`src/rtl/core/sipf_pkg.sv`:
```
// ----------------------------------------------------------------------------
// sipf_pkg: shared types and constants
// Widths, character codes and the record passed from front to back end of
// the SI prefix value formatter.
// ----------------------------------------------------------------------------
package sipf_pkg;

   localparam int VAL_W          = 32;   // raw value width
   localparam int EXP_W          = 6;    // input exponent width
   localparam int EXPO_W         = 8;    // working exponent width
   localparam int CHR_W          = 8;    // character width
   localparam int NDIG           = 10;   // BCD digits for a 32-bit value
   localparam int LEN_W          = 4;    // digit count width
   localparam int CNT_W          = 5;    // characters per item width
   localparam int DD_BITS        = 2;    // binary bits converted per cycle
   localparam int NUM_PREFIX     = 7;
   localparam int CSR_IDX_W      = 3;
   localparam int MAX_DIGITS_DEF = 4;
   localparam int QDEPTH_DEF     = 2;

   localparam logic [CHR_W-1:0] CHAR_ZERO  = 8'd48;
   localparam logic [CHR_W-1:0] CHAR_DOT   = 8'd46;
   localparam logic [CHR_W-1:0] CHAR_MINUS = 8'd45;

   // lowest exponent that still has a prefix entry (pico)
   localparam logic signed [EXPO_W-1:0] EXPO_PICO = -8'sd12;

   typedef logic [NDIG-1:0][3:0]               bcd_type;
   typedef logic [NUM_PREFIX-1:0][CHR_W-1:0]   prefix_tab_type;

   // reset values: pico, nano, micro, milli, unity, kilo, mega
   localparam prefix_tab_type PREFIX_RESET = {8'd77, 8'd107, 8'd0, 8'd109,
                                              8'd117, 8'd110, 8'd112};

   typedef struct packed {
      logic                     neg;
      bcd_type                  digits;
      logic [LEN_W-1:0]         len;
      logic signed [EXPO_W-1:0] expo;
      logic [CHR_W-1:0]         unit;
   } rec_type;

endpackage

```
`src/rtl/core/sipf_front.sv`:
```
// ----------------------------------------------------------------------------
// sipf_front: item intake, magnitude, BCD conversion and rounding
// Takes one item, converts the magnitude to BCD a few bits per cycle, then
// drops and rounds low digits until the count fits, and queues the record.
// ----------------------------------------------------------------------------
module sipf_front #(
   parameter int MAX_DIGITS = sipf_pkg::MAX_DIGITS_DEF
) (
   input  logic                                clock,
   input  logic                                reset,
   input  logic                                start,
   output logic                                busy,
   input  logic                                req_func,
   input  logic [sipf_pkg::VAL_W-1:0]          req_value,
   input  logic signed [sipf_pkg::EXP_W-1:0]   req_exponent,
   input  logic [sipf_pkg::CHR_W-1:0]          req_unit,
   input  logic                                q_full,
   output logic                                q_push,
   output sipf_pkg::rec_type                   q_data
);
   import sipf_pkg::*;

   localparam int CONV_STEPS = VAL_W / DD_BITS;
   localparam int CONV_W     = $clog2(CONV_STEPS);

   typedef enum logic [1:0] {ST_IDLE, ST_CONV, ST_ROUND, ST_PUSH} state_type;

   state_type                state_ff;
   logic                     neg_ff;
   logic [VAL_W-1:0]         bin_ff;
   bcd_type                  bcd_ff;
   logic [CONV_W-1:0]        cnt_ff;
   logic signed [EXPO_W-1:0] expo_ff;
   logic [CHR_W-1:0]         unit_ff;

   logic                     req_neg;
   logic [VAL_W-1:0]         req_mag;
   bcd_type                  conv_bcd;
   logic [VAL_W-1:0]         conv_bin;
   bcd_type                  shifted;
   bcd_type                  rnd_bcd;
   logic                     carry;
   logic [LEN_W-1:0]         cur_len;

   // one double-dabble step: add 3 to digits of 5 or more, shift a bit in
   function automatic bcd_type dd_step(bcd_type b, logic bit_in);
      bcd_type         t;
      logic [4*NDIG:0] w;
      for (int i = 0; i < NDIG; i++)
         t[i] = (b[i] >= 4'd5) ? b[i] + 4'd3 : b[i];
      w = {t, bit_in};
      return w[4*NDIG-1:0];
   endfunction

   function automatic logic [LEN_W-1:0] bcd_len(bcd_type b);
      logic [LEN_W-1:0] n;
      n = LEN_W'(1);
      for (int i = 1; i < NDIG; i++)
         if (b[i] != 4'd0) n = LEN_W'(i + 1);
      return n;
   endfunction

   assign req_neg = req_func & req_value[VAL_W-1];
   // two's complement of the most negative value is 2^31 itself
   assign req_mag = req_neg ? (~req_value + VAL_W'(1)) : req_value;

   always_comb begin
      conv_bcd = bcd_ff;
      conv_bin = bin_ff;
      for (int i = 0; i < DD_BITS; i++) begin
         conv_bcd = dd_step(conv_bcd, conv_bin[VAL_W-1]);
         conv_bin = conv_bin << 1;
      end
   end

   // (mag + 5) / 10: drop the low digit, increment if it was 5 or more
   always_comb begin
      shifted = bcd_type'({4'd0, bcd_ff[NDIG-1:1]});
      carry   = (bcd_ff[0] >= 4'd5);
      for (int i = 0; i < NDIG; i++) begin
         rnd_bcd[i] = carry ? ((shifted[i] == 4'd9) ? 4'd0 : shifted[i] + 4'd1)
                            : shifted[i];
         carry      = carry & (shifted[i] == 4'd9);
      end
   end

   assign cur_len = bcd_len(bcd_ff);

   always_ff @(posedge clock) begin
      if (reset) begin
         state_ff <= ST_IDLE;
      end else begin
         case (state_ff)
            ST_IDLE: begin
               if (start) begin
                  neg_ff   <= req_neg;
                  bin_ff   <= req_mag;
                  bcd_ff   <= '0;
                  cnt_ff   <= '0;
                  expo_ff  <= EXPO_W'(req_exponent);
                  unit_ff  <= req_unit;
                  state_ff <= ST_CONV;
               end
            end
            ST_CONV: begin
               bcd_ff <= conv_bcd;
               bin_ff <= conv_bin;
               cnt_ff <= cnt_ff + CONV_W'(1);
               if (cnt_ff == CONV_W'(CONV_STEPS - 1)) state_ff <= ST_ROUND;
            end
            ST_ROUND: begin
               if (cur_len > LEN_W'(MAX_DIGITS)) begin
                  bcd_ff  <= rnd_bcd;
                  expo_ff <= expo_ff + EXPO_W'(1);
               end else begin
                  state_ff <= ST_PUSH;
               end
            end
            ST_PUSH: begin
               if (!q_full) state_ff <= ST_IDLE;
            end
            default: state_ff <= ST_IDLE;
         endcase
      end
   end

   assign busy   = (state_ff != ST_IDLE);
   assign q_push = (state_ff == ST_PUSH) && !q_full;

   always_comb begin
      q_data.neg    = neg_ff;
      q_data.digits = bcd_ff;
      q_data.len    = cur_len;
      q_data.expo   = expo_ff;
      q_data.unit   = unit_ff;
   end

endmodule

```
`src/rtl/core/sipf_queue.sv`:
```
// ----------------------------------------------------------------------------
// sipf_queue: small record FIFO between front and back end
// Register based, one push and one pop port, full and empty flags.
// ----------------------------------------------------------------------------
module sipf_queue #(
   parameter int DEPTH = sipf_pkg::QDEPTH_DEF
) (
   input  logic              clock,
   input  logic              reset,
   input  logic              push,
   input  sipf_pkg::rec_type data_in,
   output logic              full,
   input  logic              pop,
   output sipf_pkg::rec_type data_out,
   output logic              empty
);
   import sipf_pkg::*;

   localparam int PTR_W = (DEPTH > 1) ? $clog2(DEPTH) : 1;
   localparam int OCC_W = $clog2(DEPTH + 1);

   rec_type            mem_ff [DEPTH];
   logic [PTR_W-1:0]   wr_ptr_ff;
   logic [PTR_W-1:0]   rd_ptr_ff;
   logic [OCC_W-1:0]   occ_ff;
   logic               do_push;
   logic               do_pop;

   function automatic logic [PTR_W-1:0] ptr_next(logic [PTR_W-1:0] p);
      return (p == PTR_W'(DEPTH - 1)) ? '0 : p + PTR_W'(1);
   endfunction

   assign full     = (occ_ff == OCC_W'(DEPTH));
   assign empty    = (occ_ff == '0);
   assign do_push  = push && !full;
   assign do_pop   = pop && !empty;
   assign data_out = mem_ff[rd_ptr_ff];

   always_ff @(posedge clock) begin
      if (do_push) mem_ff[wr_ptr_ff] <= data_in;
   end

   always_ff @(posedge clock) begin
      if (reset) begin
         wr_ptr_ff <= '0;
         rd_ptr_ff <= '0;
         occ_ff    <= '0;
      end else begin
         if (do_push) wr_ptr_ff <= ptr_next(wr_ptr_ff);
         if (do_pop)  rd_ptr_ff <= ptr_next(rd_ptr_ff);
         if (do_push && !do_pop)      occ_ff <= occ_ff + OCC_W'(1);
         else if (do_pop && !do_push) occ_ff <= occ_ff - OCC_W'(1);
      end
   end

endmodule

```
`src/rtl/core/sipf_back.sv`:
```
// ----------------------------------------------------------------------------
// sipf_back: character sequencer
// Pops a record, works out prefix and decimal point placement, then sends
// one character per cycle: sign, leading zero, digits, point, prefix, unit.
// ----------------------------------------------------------------------------
module sipf_back (
   input  logic                          clock,
   input  logic                          reset,
   input  logic                          q_empty,
   input  sipf_pkg::rec_type             q_data,
   output logic                          q_pop,
   input  sipf_pkg::prefix_tab_type      prefix_tab,
   output logic                          rsp_valid,
   output logic [sipf_pkg::CHR_W-1:0]    rsp_char_out,
   output logic                          rsp_last
);
   import sipf_pkg::*;

   typedef enum logic [3:0] {
      B_IDLE, B_SETUP, B_SIGN, B_LEAD0, B_LEADDOT, B_LEAD00,
      B_DIG, B_DOT, B_PREFIX, B_UNIT
   } state_type;

   state_type          state_ff;
   rec_type            rec_ff;
   logic [CHR_W-1:0]   pfx_ff;
   logic               lead_ff;
   logic               lead00_ff;
   logic               dot_en_ff;
   logic [LEN_W-1:0]   dotpos_ff;
   logic [CNT_W-1:0]   total_ff;
   logic [CNT_W-1:0]   sent_ff;
   logic [LEN_W-1:0]   k_ff;
   logic               rsp_valid_ff;
   logic [CHR_W-1:0]   rsp_char_ff;
   logic               rsp_last_ff;

   // setup terms
   logic signed [EXPO_W-1:0] e_s;
   logic                     in_tab;
   logic [5:0]               e_p2;
   logic [11:0]              prod;
   logic [4:0]               step_idx;
   logic [6:0]               off7;
   logic [1:0]               off;
   logic [CHR_W-1:0]         pfx;
   logic                     lead;
   logic                     lead00;
   logic                     dot_en;
   logic [CNT_W-1:0]         total;

   // emit terms
   logic                     is_emit;
   logic [CHR_W-1:0]         emit_char;
   state_type                emit_next;
   state_type                tail_next;
   logic [LEN_W-1:0]         dig_idx;
   logic [LEN_W-1:0]         len_m1;

   assign q_pop = (state_ff == B_IDLE) && !q_empty;

   always_comb begin
      e_s      = rec_ff.expo - EXPO_PICO;
      in_tab   = (rec_ff.expo >= EXPO_PICO);
      e_p2     = e_s[5:0] + 6'd2;
      // ceil(e / 3) = (e + 2) * 43 >> 7, exact for e below 62
      prod     = {6'd0, e_p2} * 12'd43;
      step_idx = prod[11:7];
      off7     = {2'd0, step_idx} + {1'b0, step_idx, 1'b0} - {1'b0, e_s[5:0]};
      off      = in_tab ? off7[1:0] : 2'd0;
      pfx      = (in_tab && (step_idx < 5'(NUM_PREFIX))) ? prefix_tab[step_idx[2:0]]
                                                         : '0;
      lead     = (rec_ff.len <= {2'd0, off});
      lead00   = (rec_ff.len <  {2'd0, off});
      dot_en   = (off != 2'd0) && (rec_ff.len > {2'd0, off});
      total    = CNT_W'(rec_ff.neg) + (lead ? CNT_W'(2) : '0) + CNT_W'(lead00)
               + CNT_W'(rec_ff.len) + CNT_W'(dot_en) + CNT_W'(pfx != '0)
               + CNT_W'(rec_ff.unit != '0);
   end

   assign len_m1  = rec_ff.len - LEN_W'(1);
   assign dig_idx = len_m1 - k_ff;

   always_comb begin
      tail_next = (pfx_ff != '0) ? B_PREFIX :
                  (rec_ff.unit != '0) ? B_UNIT : B_IDLE;
      is_emit   = 1'b1;
      emit_char = CHAR_ZERO;
      emit_next = B_IDLE;
      case (state_ff)
         B_SIGN: begin
            emit_char = CHAR_MINUS;
            emit_next = lead_ff ? B_LEAD0 : B_DIG;
         end
         B_LEAD0: begin
            emit_char = CHAR_ZERO;
            emit_next = B_LEADDOT;
         end
         B_LEADDOT: begin
            emit_char = CHAR_DOT;
            emit_next = lead00_ff ? B_LEAD00 : B_DIG;
         end
         B_LEAD00: begin
            emit_char = CHAR_ZERO;
            emit_next = B_DIG;
         end
         B_DIG: begin
            emit_char = CHAR_ZERO + {4'd0, rec_ff.digits[dig_idx]};
            if (dot_en_ff && (k_ff == dotpos_ff)) emit_next = B_DOT;
            else if (k_ff == len_m1)              emit_next = tail_next;
            else                                  emit_next = B_DIG;
         end
         B_DOT: begin
            emit_char = CHAR_DOT;
            emit_next = (k_ff == rec_ff.len) ? tail_next : B_DIG;
         end
         B_PREFIX: begin
            emit_char = pfx_ff;
            emit_next = (rec_ff.unit != '0) ? B_UNIT : B_IDLE;
         end
         B_UNIT: begin
            emit_char = rec_ff.unit;
            emit_next = B_IDLE;
         end
         default: is_emit = 1'b0;
      endcase
   end

   always_ff @(posedge clock) begin
      if (reset) begin
         state_ff     <= B_IDLE;
         rsp_valid_ff <= 1'b0;
         rsp_last_ff  <= 1'b0;
      end else begin
         rsp_valid_ff <= 1'b0;
         rsp_last_ff  <= 1'b0;
         case (state_ff)
            B_IDLE: begin
               if (!q_empty) begin
                  rec_ff   <= q_data;
                  state_ff <= B_SETUP;
               end
            end
            B_SETUP: begin
               pfx_ff    <= pfx;
               lead_ff   <= lead;
               lead00_ff <= lead00;
               dot_en_ff <= dot_en;
               dotpos_ff <= rec_ff.len - LEN_W'(off) - LEN_W'(1);
               total_ff  <= total;
               sent_ff   <= '0;
               k_ff      <= '0;
               state_ff  <= rec_ff.neg ? B_SIGN : (lead ? B_LEAD0 : B_DIG);
            end
            default: begin
               if (is_emit) begin
                  rsp_valid_ff <= 1'b1;
                  rsp_char_ff  <= emit_char;
                  rsp_last_ff  <= (sent_ff == total_ff - CNT_W'(1));
                  sent_ff      <= sent_ff + CNT_W'(1);
                  if (state_ff == B_DIG) k_ff <= k_ff + LEN_W'(1);
                  state_ff     <= emit_next;
               end else begin
                  state_ff <= B_IDLE;
               end
            end
         endcase
      end
   end

   assign rsp_valid    = rsp_valid_ff;
   assign rsp_char_out = rsp_char_ff;
   assign rsp_last     = rsp_last_ff;

endmodule

```
`src/rtl/core/si_prefix_value_formatter.sv`:
```
// ----------------------------------------------------------------------------
// si_prefix_value_formatter: value to display characters with SI prefix
// Flow: the front end converts the magnitude to BCD at 2 bits per cycle, takes
// 0 to 6 rounding steps and queues the record; the back end pops it, sets up and
// then sends the characters one per cycle, 1 to 8 of them.
// The front end takes no new item until the last one's record is in the queue.
// Reset: control state cleared, prefix registers load their defaults.
// ----------------------------------------------------------------------------
module si_prefix_value_formatter #(
   parameter int MAX_DIGITS = sipf_pkg::MAX_DIGITS_DEF,
   parameter int QDEPTH     = sipf_pkg::QDEPTH_DEF
) (
   input  logic                                clock,
   input  logic                                reset,
   input  logic                                start,
   output logic                                busy,
   input  logic                                req_func,
   input  logic [sipf_pkg::VAL_W-1:0]          req_value,
   input  logic signed [sipf_pkg::EXP_W-1:0]   req_exponent,
   input  logic [sipf_pkg::CHR_W-1:0]          req_unit,
   output logic                                rsp_valid,
   output logic [sipf_pkg::CHR_W-1:0]          rsp_char_out,
   output logic                                rsp_last,
   input  logic                                csr_we,
   input  logic [sipf_pkg::CSR_IDX_W-1:0]      csr_index,
   input  logic [sipf_pkg::CHR_W-1:0]          csr_wdata
);
   import sipf_pkg::*;

   prefix_tab_type prefix_ff;
   rec_type        push_data;
   rec_type        pop_data;
   logic           q_push;
   logic           q_full;
   logic           q_pop;
   logic           q_empty;

   // indexes past the prefix table are dropped
   always_ff @(posedge clock) begin
      if (reset) begin
         prefix_ff <= PREFIX_RESET;
      end else if (csr_we && (csr_index < CSR_IDX_W'(NUM_PREFIX))) begin
         prefix_ff[csr_index] <= csr_wdata;
      end
   end

   sipf_front #(.MAX_DIGITS(MAX_DIGITS)) u_front (
      .clock        (clock),
      .reset        (reset),
      .start        (start),
      .busy         (busy),
      .req_func     (req_func),
      .req_value    (req_value),
      .req_exponent (req_exponent),
      .req_unit     (req_unit),
      .q_full       (q_full),
      .q_push       (q_push),
      .q_data       (push_data)
   );

   sipf_queue #(.DEPTH(QDEPTH)) u_queue (
      .clock    (clock),
      .reset    (reset),
      .push     (q_push),
      .data_in  (push_data),
      .full     (q_full),
      .pop      (q_pop),
      .data_out (pop_data),
      .empty    (q_empty)
   );

   sipf_back u_back (
      .clock        (clock),
      .reset        (reset),
      .q_empty      (q_empty),
      .q_data       (pop_data),
      .q_pop        (q_pop),
      .prefix_tab   (prefix_ff),
      .rsp_valid    (rsp_valid),
      .rsp_char_out (rsp_char_out),
      .rsp_last     (rsp_last)
   );

endmodule

```
`config.mk`:
```
export PLATFORM = sky130hd
export DESIGN_NAME = si_prefix_value_formatter
export DESIGN_NICKNAME = d
export VERILOG_FILES = /design/src/rtl/core/sipf_pkg.sv /design/src/rtl/core/sipf_front.sv /design/src/rtl/core/sipf_queue.sv /design/src/rtl/core/sipf_back.sv /design/src/rtl/core/si_prefix_value_formatter.sv
export SDC_FILE = /design/constraint.sdc
export NUM_CORES = 1
export LEC_CHECK = 0
export BUFFER_PORTS_ARGS = -buffer_cell sky130_fd_sc_hd__buf_2
export CORE_MARGIN = 4
export CORE_UTILIZATION = 30
export CTS_BUF_LIST = sky130_fd_sc_hd__clkbuf_4 sky130_fd_sc_hd__clkbuf_8 sky130_fd_sc_hd__clkbuf_16
export DETAILED_ROUTE_END_ITERATION = 6
export GPL_TIMING_DRIVEN = 1
export PLACE_DENSITY = 0.53
export RECOVER_POWER = 50
export REMOVE_ABC_BUFFERS = 1
export SLEW_MARGIN = 15
export SYNTH_ARGS = -nofsm -noshare
export SYNTH_HDL_FRONTEND = slang
export SYNTH_SLANG_ARGS = --single-unit
```
`constraint.sdc`:
```
create_clock -name clock -period 8.2 [get_ports clock]
set_input_delay 0.41 -clock clock [delete_from_list [all_inputs] [get_ports clock]]
set_output_delay 0.41 -clock clock [all_outputs]
set_load 0.01 [all_outputs]
```
# Word-level counts from Yosys, hierarchy flattened
# Memories as Yosys holds them, arrays and structs flattened. A register that Yosys moved wholly into a read port is not among the register bits.
# Index checks and enable logic that the tools add are counted.
[totals] mem_count=1 ramBits=122 input_bits=62 reg_bits=198 wordCells=328 out_inout_bits=11
[classes] n_lt_le_gt_ge=31 addsub=54 n_bitwise=16 n_mul=1 n_eq_ne=33 muxes=101 n_reduce_logical=53
[mem_list] name="u_queue.mem_ff" words=2 word_bits=61 read_ports=1 rd_ports_with_merged_regs=1 wr=1 line_no="sipf_queue.sv:22" source="rec_type mem_ff [DEPTH];"
[op_table] op="$mux 4" n=56
[op_table] op="$pmux 40 s3" n=1
[op_table] op="$ge 4x3->1 const B" n=20
[op_table] op="$mux 40" n=2
[op_table] op="$add 4x2->4 const B" n=18
[op_table] op="$mux 32" n=2
[op_table] op="$pmux 32 s2" n=1
[op_table] op="$bwmux 56" n=1
[op_table] op="$eq 4x4->1 const B" n=12
[op_table] op="$add 4x1->4 const B" n=11
[op_table] op="$mux 8" n=5
[op_table] op="$pmux 8 s5" n=1
[op_table] op="$reduce_bool 4->1" n=9
[op_table] op="$add 32x1->32 const B" n=1
[op_table] op="$not 32->32" n=1
[op_table] op="$pmux 4 s7" n=1
[op_table] op="$bmux 8 s3" n=1
[op_table] op="$demux 8 s3" n=1
[op_table] op="$pmux 4 s2" n=3
[op_table] op="$reduce_bool 8->1" n=3
[op_table] op="$add 5x1->5" n=4
[op_table] op="$mux 2" n=10
[op_table] op="$bmux 4 s4" n=1
[op_table] op="$eq 4x3->1 const B" n=4
[op_table] op="57 further kinds" n=120

# Logic depth before layout (Yosys ltp)
# Gate-level depths: netlist of the first run.
[depth] depth_word=14 mapped_depth=31 mapped_depth_nobuf=31

# By module
# From an unflattened synthesis of the first run, not the netlist that was laid out.
[unflattened] cells_unflattened=1943 area_unflattened_um2=21573.2
[modules_own_cells] mod="sipf_front" n_inst=1 area_each_um2=7599.8 cells_each=820 seq_area_each_um2=2832.7
[modules_own_cells] mod="sipf_back" n_inst=1 area_each_um2=7150.6 cells_each=699 seq_area_each_um2=3062.9
[modules_own_cells] mod="sipf_queue" n_inst=1 area_each_um2=4603.2 cells_each=215 seq_area_each_um2=3763.6
[modules_own_cells] mod="si_prefix_value_formatter" n_inst=1 area_each_um2=2219.6 cells_each=209 seq_area_each_um2=1121.1

# Worst setup path before layout of the first run
# No wires, ideal clock.
[synth_path] kind="register to register" start="register u_back.rec_ff[10] (netlist bit)" end="register u_back.total_ff[2], data pin" t_arrival_ns=7.118 setup_ns=0.258 setup_slack_ns=0.825 required_time_ns=7.942 n_path_buf=0 path_stages_with_launch=30 synth_period_minus_slack_ns=7.375 path_cell_list="edfxtp_1 -> inv_1 -> ha_1 -> nand3b_1 -> xor2_1 -> a21oi_1 -> xnor2_1 -> ha_1 -> ha_1 -> inv_1 -> fa_1 -> inv_1 -> ha_1 -> and4_4 -> a41oi_4 -> a21o_4 -> nand2_1 -> ha_1 -> xnor2_1 -> xnor2_1 -> xnor2_1 -> nand2b_1 -> ha_1 -> a2111oi_0 -> fa_1 -> fa_1 -> ha_1 -> inv_1 -> fa_1 -> xnor2_1"
[synth_via] word_cells_on_any_way=25 classes_between="add/sub (10); mul (1); order compare (5); mux (5); reduce/logical (4)"
[synth_lines] element="start, declared" line_no="sipf_back.sv:25" source="rec_type rec_ff;"
[synth_lines] element="start signal, assigned" line_no="sipf_back.sv:140" source="rec_ff <= q_data;"
[synth_lines] element="$sub 6x5->6" line_no="sipf_back.sv:63" source="e_s = rec_ff.expo - EXPO_PICO;"
[synth_lines] element="$add 6x2->6" line_no="sipf_back.sv:65" source="e_p2 = e_s[5:0] + 6'd2;"
[synth_lines] element="$mul 6x6->12" line_no="sipf_back.sv:67" source="prod = {6'd0, e_p2} * 12'd43;"
[synth_lines] element="$add 2x2->2" line_no="sipf_back.sv:69" source="off7 = {2'd0, step_idx} + {1'b0, step_idx, 1'b0} - {1'b0, e_s[5:0]};"
[synth_lines] element="$sub 2x2->2" line_no="sipf_back.sv:69"
[synth_lines] element="$mux 2 (*)" line_no="sipf_back.sv:70" source="off = in_tab ? off7[1:0] : 2'd0;"
[synth_lines] element="$lt 4x2->1 (*)" line_no="sipf_back.sv:74" source="lead00 = (rec_ff.len < {2'd0, off});"
[synth_lines] element="via u_back.lead00" line_no="sipf_back.sv:48" source="logic lead00;"
[synth_lines] element="$add 5x1->5 (*)" line_no="sipf_back.sv:76" source="total = CNT_W'(rec_ff.neg) + (lead ? CNT_W'(2) : '0) + CNT_W'(lead00)"
[synth_lines] element="$add 5x4->5 (*)" line_no="sipf_back.sv:77" source="+ CNT_W'(rec_ff.len) + CNT_W'(dot_en) + CNT_W'(pfx != '0)"
[synth_lines] element="$add 5x1->5 (*) (2 in a row)" line_no="sipf_back.sv:77"
[synth_lines] element="$add 5x1->5 (*)" line_no="sipf_back.sv:78" source="+ CNT_W'(rec_ff.unit != '0);"
[synth_lines] element="via u_back.total[2]" line_no="sipf_back.sv:50" source="logic [CNT_W-1:0] total;"
[synth_lines] element="end signal, assigned" line_no="sipf_back.sv:150" source="total_ff <= total;"
[synth_lines] element="end, declared" line_no="sipf_back.sv:31" source="logic [CNT_W-1:0] total_ff;"
# Mark *: on every way through the listed nets, which the timed path passes. The rest lies on a longest branch. The select of a mux whose other input is x is not followed.
# A chain may end at the register's enable or synchronous reset.

# Worst setup path after layout of the first run
# Same ends and word-level chain as after synthesis.

==> results.json, run 1 <==
{
  "ys_ff_latch": 381,
  "multi_input_area_um2": 9200,
  "start_kind": "flip-flop",
  "hold_path_startpoint": "req_unit[5]",
  "regToRegStartpoint": "u_back.rec_ff[10]",
  "violations": "max-capacitance violations, max-slew violations",
  "totalWireLength_mm": 47.9,
  "grtUsageTotal_pct": 13.0,
  "worstSetupPathType": "flip-flop to flip-flop",
  "grt_use_met2_pct": 21.4,
  "grt_pass1_vias": 14200,
  "dp_hpwl_mm": 33.2,
  "io_pins": 73,
  "worstHoldPathType": "primary input to flip-flop",
  "crit_start": "u_back.rec_ff[10]",
  "finalNetCount": 2081,
  "numCtsBuffers": 43,
  "min_to": "u_front.unit_ff[5]",
  "fp.coreArea_um2": 67500,
  "status": "finished with violations",
  "via_per_inst": 4.89,
  "nFillCells": 6706,
  "yosysSeqAreaShare_pct": 52.3,
  "synth-main-ff-cell": "edfxtp_1",
  "arrival_ns": 7.93,
  "hold_viol_final": 0,
  "ir_drop_uv": 399,
  "met3_usage_pct": 2.25,
  "critPathMaxStageDelay_ns": 0.55,
  "ys_types": 71,
  "clock_latency_ns": 0.58,
  "worstMarginPinSlew_ns": 4.21,
  "period_share_pct": 92.9,
  "drive_gt1_share_pct": 12.9,
  "register_area_um2": 10800,
  "endpoint_kind": "flip-flop",
  "yosysWarnings": 0,
  "vias": 13800,
  "met1_usage_pct": 17.6,
  "netlist_area_um2": 20600,
  "reg2reg_depth": 30,
  "synth-edff-count": 313,
  "antenna_cells": 0,
  "h-tree-depth": 2,
  "dieArea_um2": 72800,
  "cts_tree": "built",
  "row_count": 95,
  "fin_tns_setup_ns": 0,
  "cts.sinks": 381,
  "power_leakage_uw": 0.00831,
  "drcViolationCount": 0,
  "initialDrtViolationCount": 1174,
  "max_freq_ghz": 0.131,
  "required_ns": 8.51,
  "place_congestion": 0.831,
  "whs_path_depth": 1,
  "r2r_slack_ns": 0.59,
  "whs_ns": 0.0336,
  "avgSynthCellArea_um2": 11.2,
  "crit_top_cell": "ha_1",
  "cp_slowest_cell": "fa_1",
  "ant_nets": 0,
  "die_y_um": 270,
  "syn_to_final_growth_pct": 13.3,
  "finalCriticalPeriod_ns": 7.61,
  "grt_pass1_wl_mm": 77.4,
  "rsz0062_at_grt": "no",
  "die_w_um": 270,
  "cts-root-buf": "clkbuf_16",
  "finClkSkew_ns": 0.0291,
  "start_util_pct": 30.5,
  "finalSetupViolCount": 0,
  "grt_max_degree": 85,
  "maxSlewHeadroom_pct": -181,
  "antenna_found_initial": 3,
  "synth_cells": 1838,
  "slew_violations": 208,
  "r2r-end": "u_back.total_ff[2]",
  "cts.clk_slew.worst_paths_ns": 0.06,
  "overflow": 0,
  "drt_pass1_iterations": 5,
  "place_ws_ns": 0.453,
  "port_buffers": 72,
  "cts_buffer_depth": 3,
  "worst-path-max-fanout": 8,
  "p_per_area_nw_per_um2": 441,
  "synthArstFlopShare_pct": 0,
  "wire_per_inst_um": 17.1,
  "fin_ws_ns": 0.586,
  "maxCapViolCount": 4,
  "grt-busiest-layer": "met2"
}
## worst max path at each step
stage                     slack [ns]                  to
final                           0.59  u_back.total_ff[2]
after global routing            0.02  u_back.total_ff[4]
after CTS                       0.39  u_back.total_ff[2]
after detailed placement        0.45  u_back.total_ff[2]
after global placement          0.64  u_back.total_ff[2]
after floorplan                 0.82  u_back.total_ff[2]
## per-stage QoR
stage	instance area, um2	utilization, %	total power [uW]	cells
6_report	23300	34.5	10300	2810
5_1_grt	23300	34.5	11200	2810
4_1_cts	23300	34.6	10300	2810
3_5_place_dp	21900	32.4	8330	2727
3_3_place_gp	21900	32.4	8180	2727
2_1_floorplan	20300	-	6910	1767
## worst max-delay path: cells and delay by family (launching register included)
family	cells	cell delay, ns
compound gates	4	1.03
flops	1	0.41
xor+xnor	6	1.00
simple gates	4	0.64
buf+inv	5	0.47
fa+ha+maj	11	3.81
## power by group
part | switching [uW] | leakage (uW) | internal (uW)
clock network | 801 | 0.000698 | 1120
registers | 266 | 0.00343 | 2670
logic | 3280 | 0.00418 | 2140
## layout make-up
| class | count | share of cell area (%) |
|---|---|---|
| Sequential cell | 381 | 46.2 |
| Multi-Input combinational cell | 1296 | 39.5 |
| Clock buffer | 59 | 5.30 |
| Tap cell | 873 | 4.69 |
| Clock inverter | 19 | 0.827 |
| Inverter | 90 | 1.45 |
| Timing Repair Buffer | 92 | 2.06 |
## placed cells by master, fill, tap and decap left out, types with 12 or more instances in the layout
cell	Yosys	layout
nor3b_1	24	24
mux2i_1	67	67
and2_1	19	16
nand3b_1	26	26
dfxtp_1	68	67
mux2_2	75	67
buf_2	7	58
clkbuf_1	49	21
nor3_1	27	27
clkbuf_16	0	43
inv_1	90	90
edfxtp_1	313	313
o22ai_1	27	27
xnor2_1	66	66
nand2_1	211	211
ha_1	106	106
xor2_1	56	55
o21ai_0	90	90
a211oi_1	12	12
nor2_1	124	121
nand3_1	35	35
nand2b_1	32	32
a21oi_1	114	113
nor2b_1	28	28
## routing by layer
layer  routed length (um)  vias up  part of all wire, %
li1                     -     6760                    -
met1                22300     6661                   47
met2                22300      257                   47
met3                 2180       73                  4.6
met4                 1120        2                  2.3
met5                   13        -                0.027
## Yosys cell counts (all sizes together), types with 3 or more instances
| cell type | count | share of area (%) |
|---|---|---|
| and2 | 20 | 0.61 |
| nor3b | 25 | 0.94 |
| fa | 9 | 0.88 |
| and3 | 8 | 0.25 |
| mux2i | 67 | 3.3 |
| or3b | 5 | 0.21 |
| nand2b | 33 | 1.0 |
| o21ai | 91 | 2.2 |
| ha | 106 | 6.4 |
| a311oi | 5 | 0.21 |
| o22ai | 27 | 0.82 |
| o31ai | 4 | 0.15 |
| clkbuf | 49 | 0.89 |
| a21o | 8 | 0.36 |
| a22oi | 4 | 0.15 |
| o21a | 7 | 0.26 |
| xor2 | 56 | 2.4 |
| nor4 | 11 | 0.33 |
| a31oi | 10 | 0.30 |
| a21boi | 6 | 0.24 |
| inv | 90 | 1.6 |
| nand4 | 11 | 0.33 |
| nand3b | 27 | 1.0 |
| buf | 22 | 0.64 |
| nand3 | 35 | 0.85 |
| nor3 | 28 | 0.71 |
| o32ai | 5 | 0.21 |
| a222oi | 6 | 0.29 |
| mux2 | 75 | 4.1 |
| and4 | 3 | 0.14 |
| edfxtp | 313 | 46 |
| dfxtp | 68 | 6.6 |
| nand2 | 211 | 3.9 |
| nor2b | 28 | 0.85 |
| a21oi | 114 | 2.8 |
| nor2 | 124 | 2.3 |
| a211o | 10 | 0.43 |
| mux4 | 8 | 0.88 |
| o41ai | 4 | 0.26 |
| or4 | 6 | 0.27 |
| a211oi | 12 | 0.44 |
| xnor2 | 67 | 2.9 |
| or2 | 6 | 0.18 |
## kinds of logic (layout without fill, tap and decap cells)
logic type      Yosys count  in the layout  share of synthesized area (%)
mux                     150            150                           8.24
flops                   381            381                           52.3
simple gates            588            588                           14.2
compound gates          320            320                           9.49
buf+inv                 161            260                           3.18
fa+ha+maj               115            115                           7.32
xor+xnor                123            123                           5.27
## timing repair
item | CTS | global route
setup buffers | 0 | 0
hold buffers | 5 | 0
endpoints found under the setup margin | 0 | 4
endpoints found under the hold margin | 5 | 0
gates resized for setup | 0 | 4
## flip-flops by register name (all words and copies together), names as in the netlist, 4 cells and up
name	count
u_front.expo_ff	8
u_back.pfx_ff	8
u_back.k_ff	4
u_queue.mem_ff	122
u_back.rec_ff	61
u_front.cnt_ff	4
prefix_ff	56
u_front.bin_ff	32
u_back.sent_ff	5
u_back.rsp_char_out	8
u_back.state_ff	4
u_back.total_ff	5
u_back.dotpos_ff	4
u_front.q_data	40
u_front.unit_ff	8
No activity file was read; power rests on OpenSTA's default activity.
==> run 2: changes to the inputs <==
--- a/config.mk
+++ b/config.mk
@@ -11,7 +11,7 @@
 export CTS_BUF_LIST = sky130_fd_sc_hd__clkbuf_4 sky130_fd_sc_hd__clkbuf_8 sky130_fd_sc_hd__clkbuf_16
 export DETAILED_ROUTE_END_ITERATION = 6
 export GPL_TIMING_DRIVEN = 1
-export PLACE_DENSITY = 0.53
+export PLACE_DENSITY = 0.54
 export RECOVER_POWER = 50
 export REMOVE_ABC_BUFFERS = 1
 export SLEW_MARGIN = 15
==> constraint.sdc (replaced) <==
create_clock -name clock -period 6.75 [get_ports clock]
set_input_delay 0.3375 -clock clock [delete_from_list [all_inputs] [get_ports clock]]
set_output_delay 0.3375 -clock clock [all_outputs]
set_load 0.01 [all_outputs]
==> run 2 against run 1 <==
  * The flow finishes with violations (max-capacitance violations, max-slew violations, negative setup slack)
  * Non-clock buffer count rose by 73
  * Die area did not move
  * Global-route usage is 0.12 points higher
  * Worst hold slack better by 0.062 ns
  * Clock skew down 0.012 ns
  * Register-to-register slack worse by 0.68 ns
  * Sequential share of layout area fell by 1.4 points
  * Sequential power rose by 22%
  * Combinational power increased by 57%
  * Largest power group unchanged
==> results.json, run 2 (synthesis results as in run 1) <==
{
  "status": "finished with violations",
  "violations": "max-capacitance violations, max-slew violations, negative setup slack",
  "max_freq_ghz": 0.146,
  "slew_violations": 235,
  "final_common_cell": "edfxtp_1",
  "ant_nets": 0,
  "crit_start": "u_back.rec_ff[10]",
  "start_kind": "flip-flop",
  "endpoint_kind": "flip-flop",
  "required_ns": 7.07,
  "largest_reg_flops": 122,
  "totalWireLength_mm": 48.7,
  "reg2reg_depth": 31,
  "grtUsageTotal_pct": 13.1,
  "placed_area_um2": 22300,
  "whs_ns": 0.0959,
  "arrival_ns": 7.16,
  "dp_cells": 2785,
  "fin_tns_setup_ns": -0.178,
  "whs_path_depth": 3,
  "fin_area_um2": 24000,
  "syn_to_final_growth_pct": 16.9,
  "overflow": 0,
  "instances_no_fill": 2883,
  "finClkSkew_ns": 0.0168,
  "vias": 14100,
  "top_regs": "u_queue.mem_ff (122), u_back.rec_ff (61), prefix_ff (56)",
  "top_register": "u_queue.mem_ff",
  "cp_slowest_cell": "fa_1",
  "worstMarginPinSlew_ns": 3.91,
  "row_count": 95,
  "wire_per_inst_um": 16.9,
  "dp_hpwl_mm": 34.2,
  "port_buffers": 72,
  "drcViolationCount": 0,
  "fin_util_pct": 35.6,
  "initialDrtViolationCount": 926,
  "clock_latency_ns": 0.57,
  "p_per_area_nw_per_um2": 599,
  "nFillCells": 6609,
  "antenna_found_initial": 2,
  "final_cell_mix": "313 x edfxtp_1, 208 x nand2_1, 121 x nor2_1",
  "finalSetupViolCount": 3,
  "io_pins": 73,
  "maxCapViolCount": 5,
  "dieArea_um2": 72800,
  "hold_path_startpoint": "csr_wdata[2]",
  "min_to": "prefix_ff[42]",
  "grt_max_degree": 68,
  "ir_drop_uv": 547,
  "r2r-end": "u_back.total_ff[1]",
  "cts_tree": "built",
  "finalCriticalPeriod_ns": 6.84,
  "wl_met2_mm": 22.7,
  "grt_pass1_wl_mm": 78.0,
  "power_leakage_uw": 0.00868,
  "worstSetupPathType": "flip-flop to flip-flop",
  "highest_layer": "met4",
  "die_y_um": 270,
  "via_per_inst": 4.90,
  "m1WireLength_mm": 22.8,
  "fin_ws_ns": -0.0917,
  "maxSlewHeadroom_pct": -161,
  "regToRegStartpoint": "u_back.rec_ff[10]",
  "cts.clk_slew.worst_paths_ns": 0.06,
  "place_congestion": 0.846,
  "numCtsBuffers": 42,
  "cts_buffer_depth": 3,
  "start_util_pct": 30.5,
  "finalNetCount": 2153,
  "worst-path-max-fanout": 4,
  "critPathMaxStageDelay_ns": 0.50,
  "h-tree-depth": 2,
  "period_share_pct": 101,
  "drive_gt1_share_pct": 17.5,
  "hold_viol_final": 0,
  "drt_pass1_iterations": 5,
  "grt_pass1_vias": 14300,
  "cts-root-buf": "clkbuf_16",
  "cts.sinks": 381,
  "rsz0062_at_grt": "yes",
  "fp.coreArea_um2": 67500,
  "worstHoldPathType": "primary input to flip-flop",
  "r2r_slack_ns": -0.09,
  "die_w_um": 270,
  "met3_length_mm": 2.00,
  "crit_top_cell": "ha_4"
}
## run 2: cell count changes in the layout (fill, tap and decap cells not counted), moves of 3 or more
cell      change
clkbuf_4      -3
xnor2_1       -3
inv_2         +7
buf_4        +69
nand2_1       -3
xnor2_2       +3
clkinv_2      +7
buf_12        +3
inv_1         -7
ha_4          +7
a31oi_1       -3
clkbuf_8      -4
ha_1          -9
## run 2: repair_timing
action | 4_1_cts | 5_1_grt
gates resized for setup | 37 | 8
endpoints found under the hold margin | 6 | 0
setup buffers | 13 | 2
pin swaps | 40 | 7
hold buffers | 6 | 0
endpoints found under the setup margin | 5 | 5
cloned | 0 | 0
## run 2: through the flow
stage / power, uW / setup WS (ns)
5_1_grt: 15500 / -0.458
4_1_cts: 14300 / -0.111
6_report: 14400 / -0.0917
3_3_place_gp: 11200 / -0.541
3_5_place_dp: 11400 / -0.701
2_1_floorplan: 8400 / -0.633
## run 2: area by class of cell
cell class / instances / area [um2] / area share [%]
timing repair buffer: 165 / 1080 / 4.49
clock buffer: 52 / 1160 / 4.81
sequential: 381 / 10800 / 44.8
tap: 873 / 1090 / 4.54
clock inverter: 25 / 211 / 0.880
multi-input combinational: 1296 / 9400 / 39.1
antenna: 1 / 2.50 / 0.0104
inverter: 90 / 338 / 1.41
## run 2: where the power goes
part	switching [uW]	internal, uW	total [uW]
Sequential	321	3240	3560
Clock	950	1340	2290
Combinational	4540	4000	8550
Total	5820	8580	14400
## run 2: how the worst max path moves through the flow
stage                                     to  slack (ns)  cells past startpoint
after floorplan           u_back.total_ff[2]       -0.63                     29
after global placement    u_back.total_ff[2]       -0.54                     30
after detailed placement  u_back.total_ff[2]       -0.70                     30
after CTS                 u_back.total_ff[1]       -0.11                     27
after global routing      u_back.total_ff[1]       -0.46                     31
final                     u_back.total_ff[1]       -0.09                     31
## run 2: per-layer routing
metal	global-route usage (%)	vias to the layer above
met2	21.9	275
met3	1.95	80
met4	4.25	0
met1	17.7	6864
met5	0	-
li1	-	6920
## run 2: critical path, delay by kind of cell (launching register included)
family / cells / cell delay (ns)
simple gates: 4 / 0.58
flops: 1 / 0.40
fa+ha+maj: 11 / 3.55
xor+xnor: 5 / 0.63
compound gates: 4 / 0.84
buf+inv: 7 / 0.60
==> run 3: changes to the inputs <==
--- a/config.mk
+++ b/config.mk
@@ -6,7 +6,7 @@
 export NUM_CORES = 1
 export LEC_CHECK = 0
 export BUFFER_PORTS_ARGS = -buffer_cell sky130_fd_sc_hd__buf_2
-export CORE_MARGIN = 4
+export CORE_MARGIN = 1.5
 export CORE_UTILIZATION = 30
 export CTS_BUF_LIST = sky130_fd_sc_hd__clkbuf_4 sky130_fd_sc_hd__clkbuf_8 sky130_fd_sc_hd__clkbuf_16
 export DETAILED_ROUTE_END_ITERATION = 6
==> run 3 against run 2 <==
  * The flow still finishes with violations (max-capacitance violations, max-slew violations, negative setup slack)
  * Worst setup slack better by 0.014 ns
  * Die area down 3.7%
  * Sequential cell count is the same
  * Sequential share of layout area shrank 0.35 points
  * Via count increased by 0.93%
  * Clock skew is 0.0037 ns higher
  * Maximum frequency is 0.20% higher
  * Routed wire length is 0.38% higher
  * Core utilization grew 0.28 points
  * Final area up 0.79%
  * Final cell count increased by 0.42%
  * Critical path depth grew 1
==> results.json, run 3 (synthesis results as in run 1) <==
{
  "fin_area_um2": 24200,
  "drive_gt1_share_pct": 18.4,
  "via_per_inst": 4.93,
  "endpoint_kind": "flip-flop",
  "cts-root-buf": "clkbuf_16",
  "regToRegStartpoint": "u_back.rec_ff[10]",
  "finalSetupViolCount": 3,
  "status": "finished with violations",
  "drt_pass1_iterations": 5,
  "numCtsBuffers": 43,
  "worst-path-max-fanout": 3,
  "hold_viol_final": 0,
  "grt_max_degree": 64,
  "cp_slowest_cell": "fa_1",
  "die_y_um": 265,
  "overflow": 0,
  "r2r-end": "u_back.total_ff[1]",
  "final_common_cell": "edfxtp_1",
  "fin_ws_ns": -0.0781,
  "top_register": "u_queue.mem_ff",
  "placed_area_um2": 22300,
  "finClkSkew_ns": 0.0205,
  "port_buffers": 72,
  "violations": "max-capacitance violations, max-slew violations, negative setup slack",
  "maxCapViolCount": 5,
  "min_to": "prefix_ff[31]",
  "arrival_ns": 7.16,
  "ant_nets": 0,
  "start_util_pct": 30.5,
  "finalCriticalPeriod_ns": 6.83,
  "dp_hpwl_mm": 33.8,
  "cts.sinks": 381,
  "final_cell_mix": "313 x edfxtp_1, 208 x nand2_1, 121 x nor2_1",
  "worstSetupPathType": "flip-flop to flip-flop",
  "max_freq_ghz": 0.146,
  "fp.coreArea_um2": 67500,
  "place_congestion": 0.838,
  "row_count": 95,
  "hold_path_startpoint": "csr_wdata[7]",
  "h-tree-depth": 2,
  "cts_tree": "built",
  "initialDrtViolationCount": 1089,
  "worstMarginPinSlew_ns": 3.94,
  "grtUsageTotal_pct": 13.9,
  "grt_pass1_wl_mm": 78.1,
  "slew_violations": 222,
  "start_kind": "flip-flop",
  "drcViolationCount": 0,
  "top_regs": "u_queue.mem_ff (122), u_back.rec_ff (61), prefix_ff (56)",
  "cts.clk_slew.worst_paths_ns": 0.06,
  "required_ns": 7.09,
  "largest_reg_flops": 122,
  "whs_path_depth": 3,
  "dieArea_um2": 70100,
  "worstHoldPathType": "primary input to flip-flop",
  "cts_buffer_depth": 3,
  "crit_top_cell": "buf_4",
  "syn_to_final_growth_pct": 17.8,
  "rsz0062_at_grt": "yes",
  "totalWireLength_mm": 48.9,
  "reg2reg_depth": 32,
  "die_w_um": 265,
  "clock_latency_ns": 0.58,
  "vias": 14300,
  "io_pins": 73,
  "period_share_pct": 101,
  "wire_per_inst_um": 16.9,
  "maxSlewHeadroom_pct": -163,
  "critPathMaxStageDelay_ns": 0.51,
  "antenna_found_initial": 0,
  "grt_pass1_vias": 14400,
  "r2r_slack_ns": -0.08,
  "finalNetCount": 2164
}
-- run 3: cell types whose count changed in the layout (fill, tap and decap cells not counted), sizes merged --
cell,delta
inv,+2
clkbuf,+9
clkinv,-11
buf,+12
-- run 3: how the worst max path moves through the flow --
stage	to	start	cells after the start
floorplan	u_back.total_ff[2]	u_back.rec_ff[10]	29
global placement	u_back.total_ff[2]	u_back.rec_ff[10]	30
detailed placement	u_back.total_ff[4]	u_back.rec_ff[10]	32
CTS	u_back.total_ff[1]	u_back.rec_ff[11]	27
global route	u_back.total_ff[1]	u_back.rec_ff[10]	31
finish	u_back.total_ff[1]	u_back.rec_ff[10]	32
-- run 3: critical path: cells and delay by family (launching register included) --
family,cells,cell delay (ns)
adder cells (fa/ha/maj),7,2.39
buffers and inverters,18,2.02
AO/OA/AOI/OAI,3,0.88
AND/OR/NAND/NOR,2,0.64
flip-flops,1,0.39
XOR/XNOR,2,0.25
-- run 3: area by class of cell --
| class | instances | area, um2 |
|---|---|---|
| multi-input cells | 1296 | 9430 |
| flip-flops and latches | 381 | 10800 |
| fillers | 6599 | 43300 |
| inverters | 90 | 338 |
| clock buffers | 63 | 1260 |
| repair buffers | 175 | 1150 |
| clock inverters | 16 | 185 |
| diodes | 1 | 2.50 |
| well taps | 873 | 1090 |
-- run 3: metal layers --
layer / up-vias / global-route usage, % / share of wire (%)
met3: 69 / 1.92 / 3.9
li1: 6952 / - / -
met4: 0 / 4.46 / 2.2
met2: 275 / 23.4 / 48
met1: 6974 / 18.3 / 46
met5: - / 0 / 0
-- run 3: per-stage QoR --
| stage | utilization [%] | std cells | hold slack [ns] | setup TNS, ns | setup WS [ns] |
|---|---|---|---|---|---|
| floorplan | - | 1767 | 0.407 | -2.46 | -0.633 |
| global placement | 33.0 | 2779 | 0.430 | -1.77 | -0.493 |
| detailed placement | 33.0 | 2779 | 0.430 | -2.46 | -0.625 |
| CTS | 35.8 | 2889 | 0.0129 | 0 | 0.00176 |
| global route | 35.9 | 2894 | 0.0715 | -1.24 | -0.352 |
| finish | 35.9 | 2895 | 0.0738 | -0.129 | -0.0781 |
-- run 3: timing repair --
item | in CTS | in global routing
pin swaps | 37 | 10
hold buffers | 6 | 0
endpoints found under the hold margin | 6 | 0
endpoints found under the setup margin | 5 | 4
gates resized for setup | 40 | 11
setup buffers | 25 | 5
Power of run 3 is left out: the tool's default activity adds up to more than one toggle a clock period on the data nets, which glitch-free logic cannot reach.
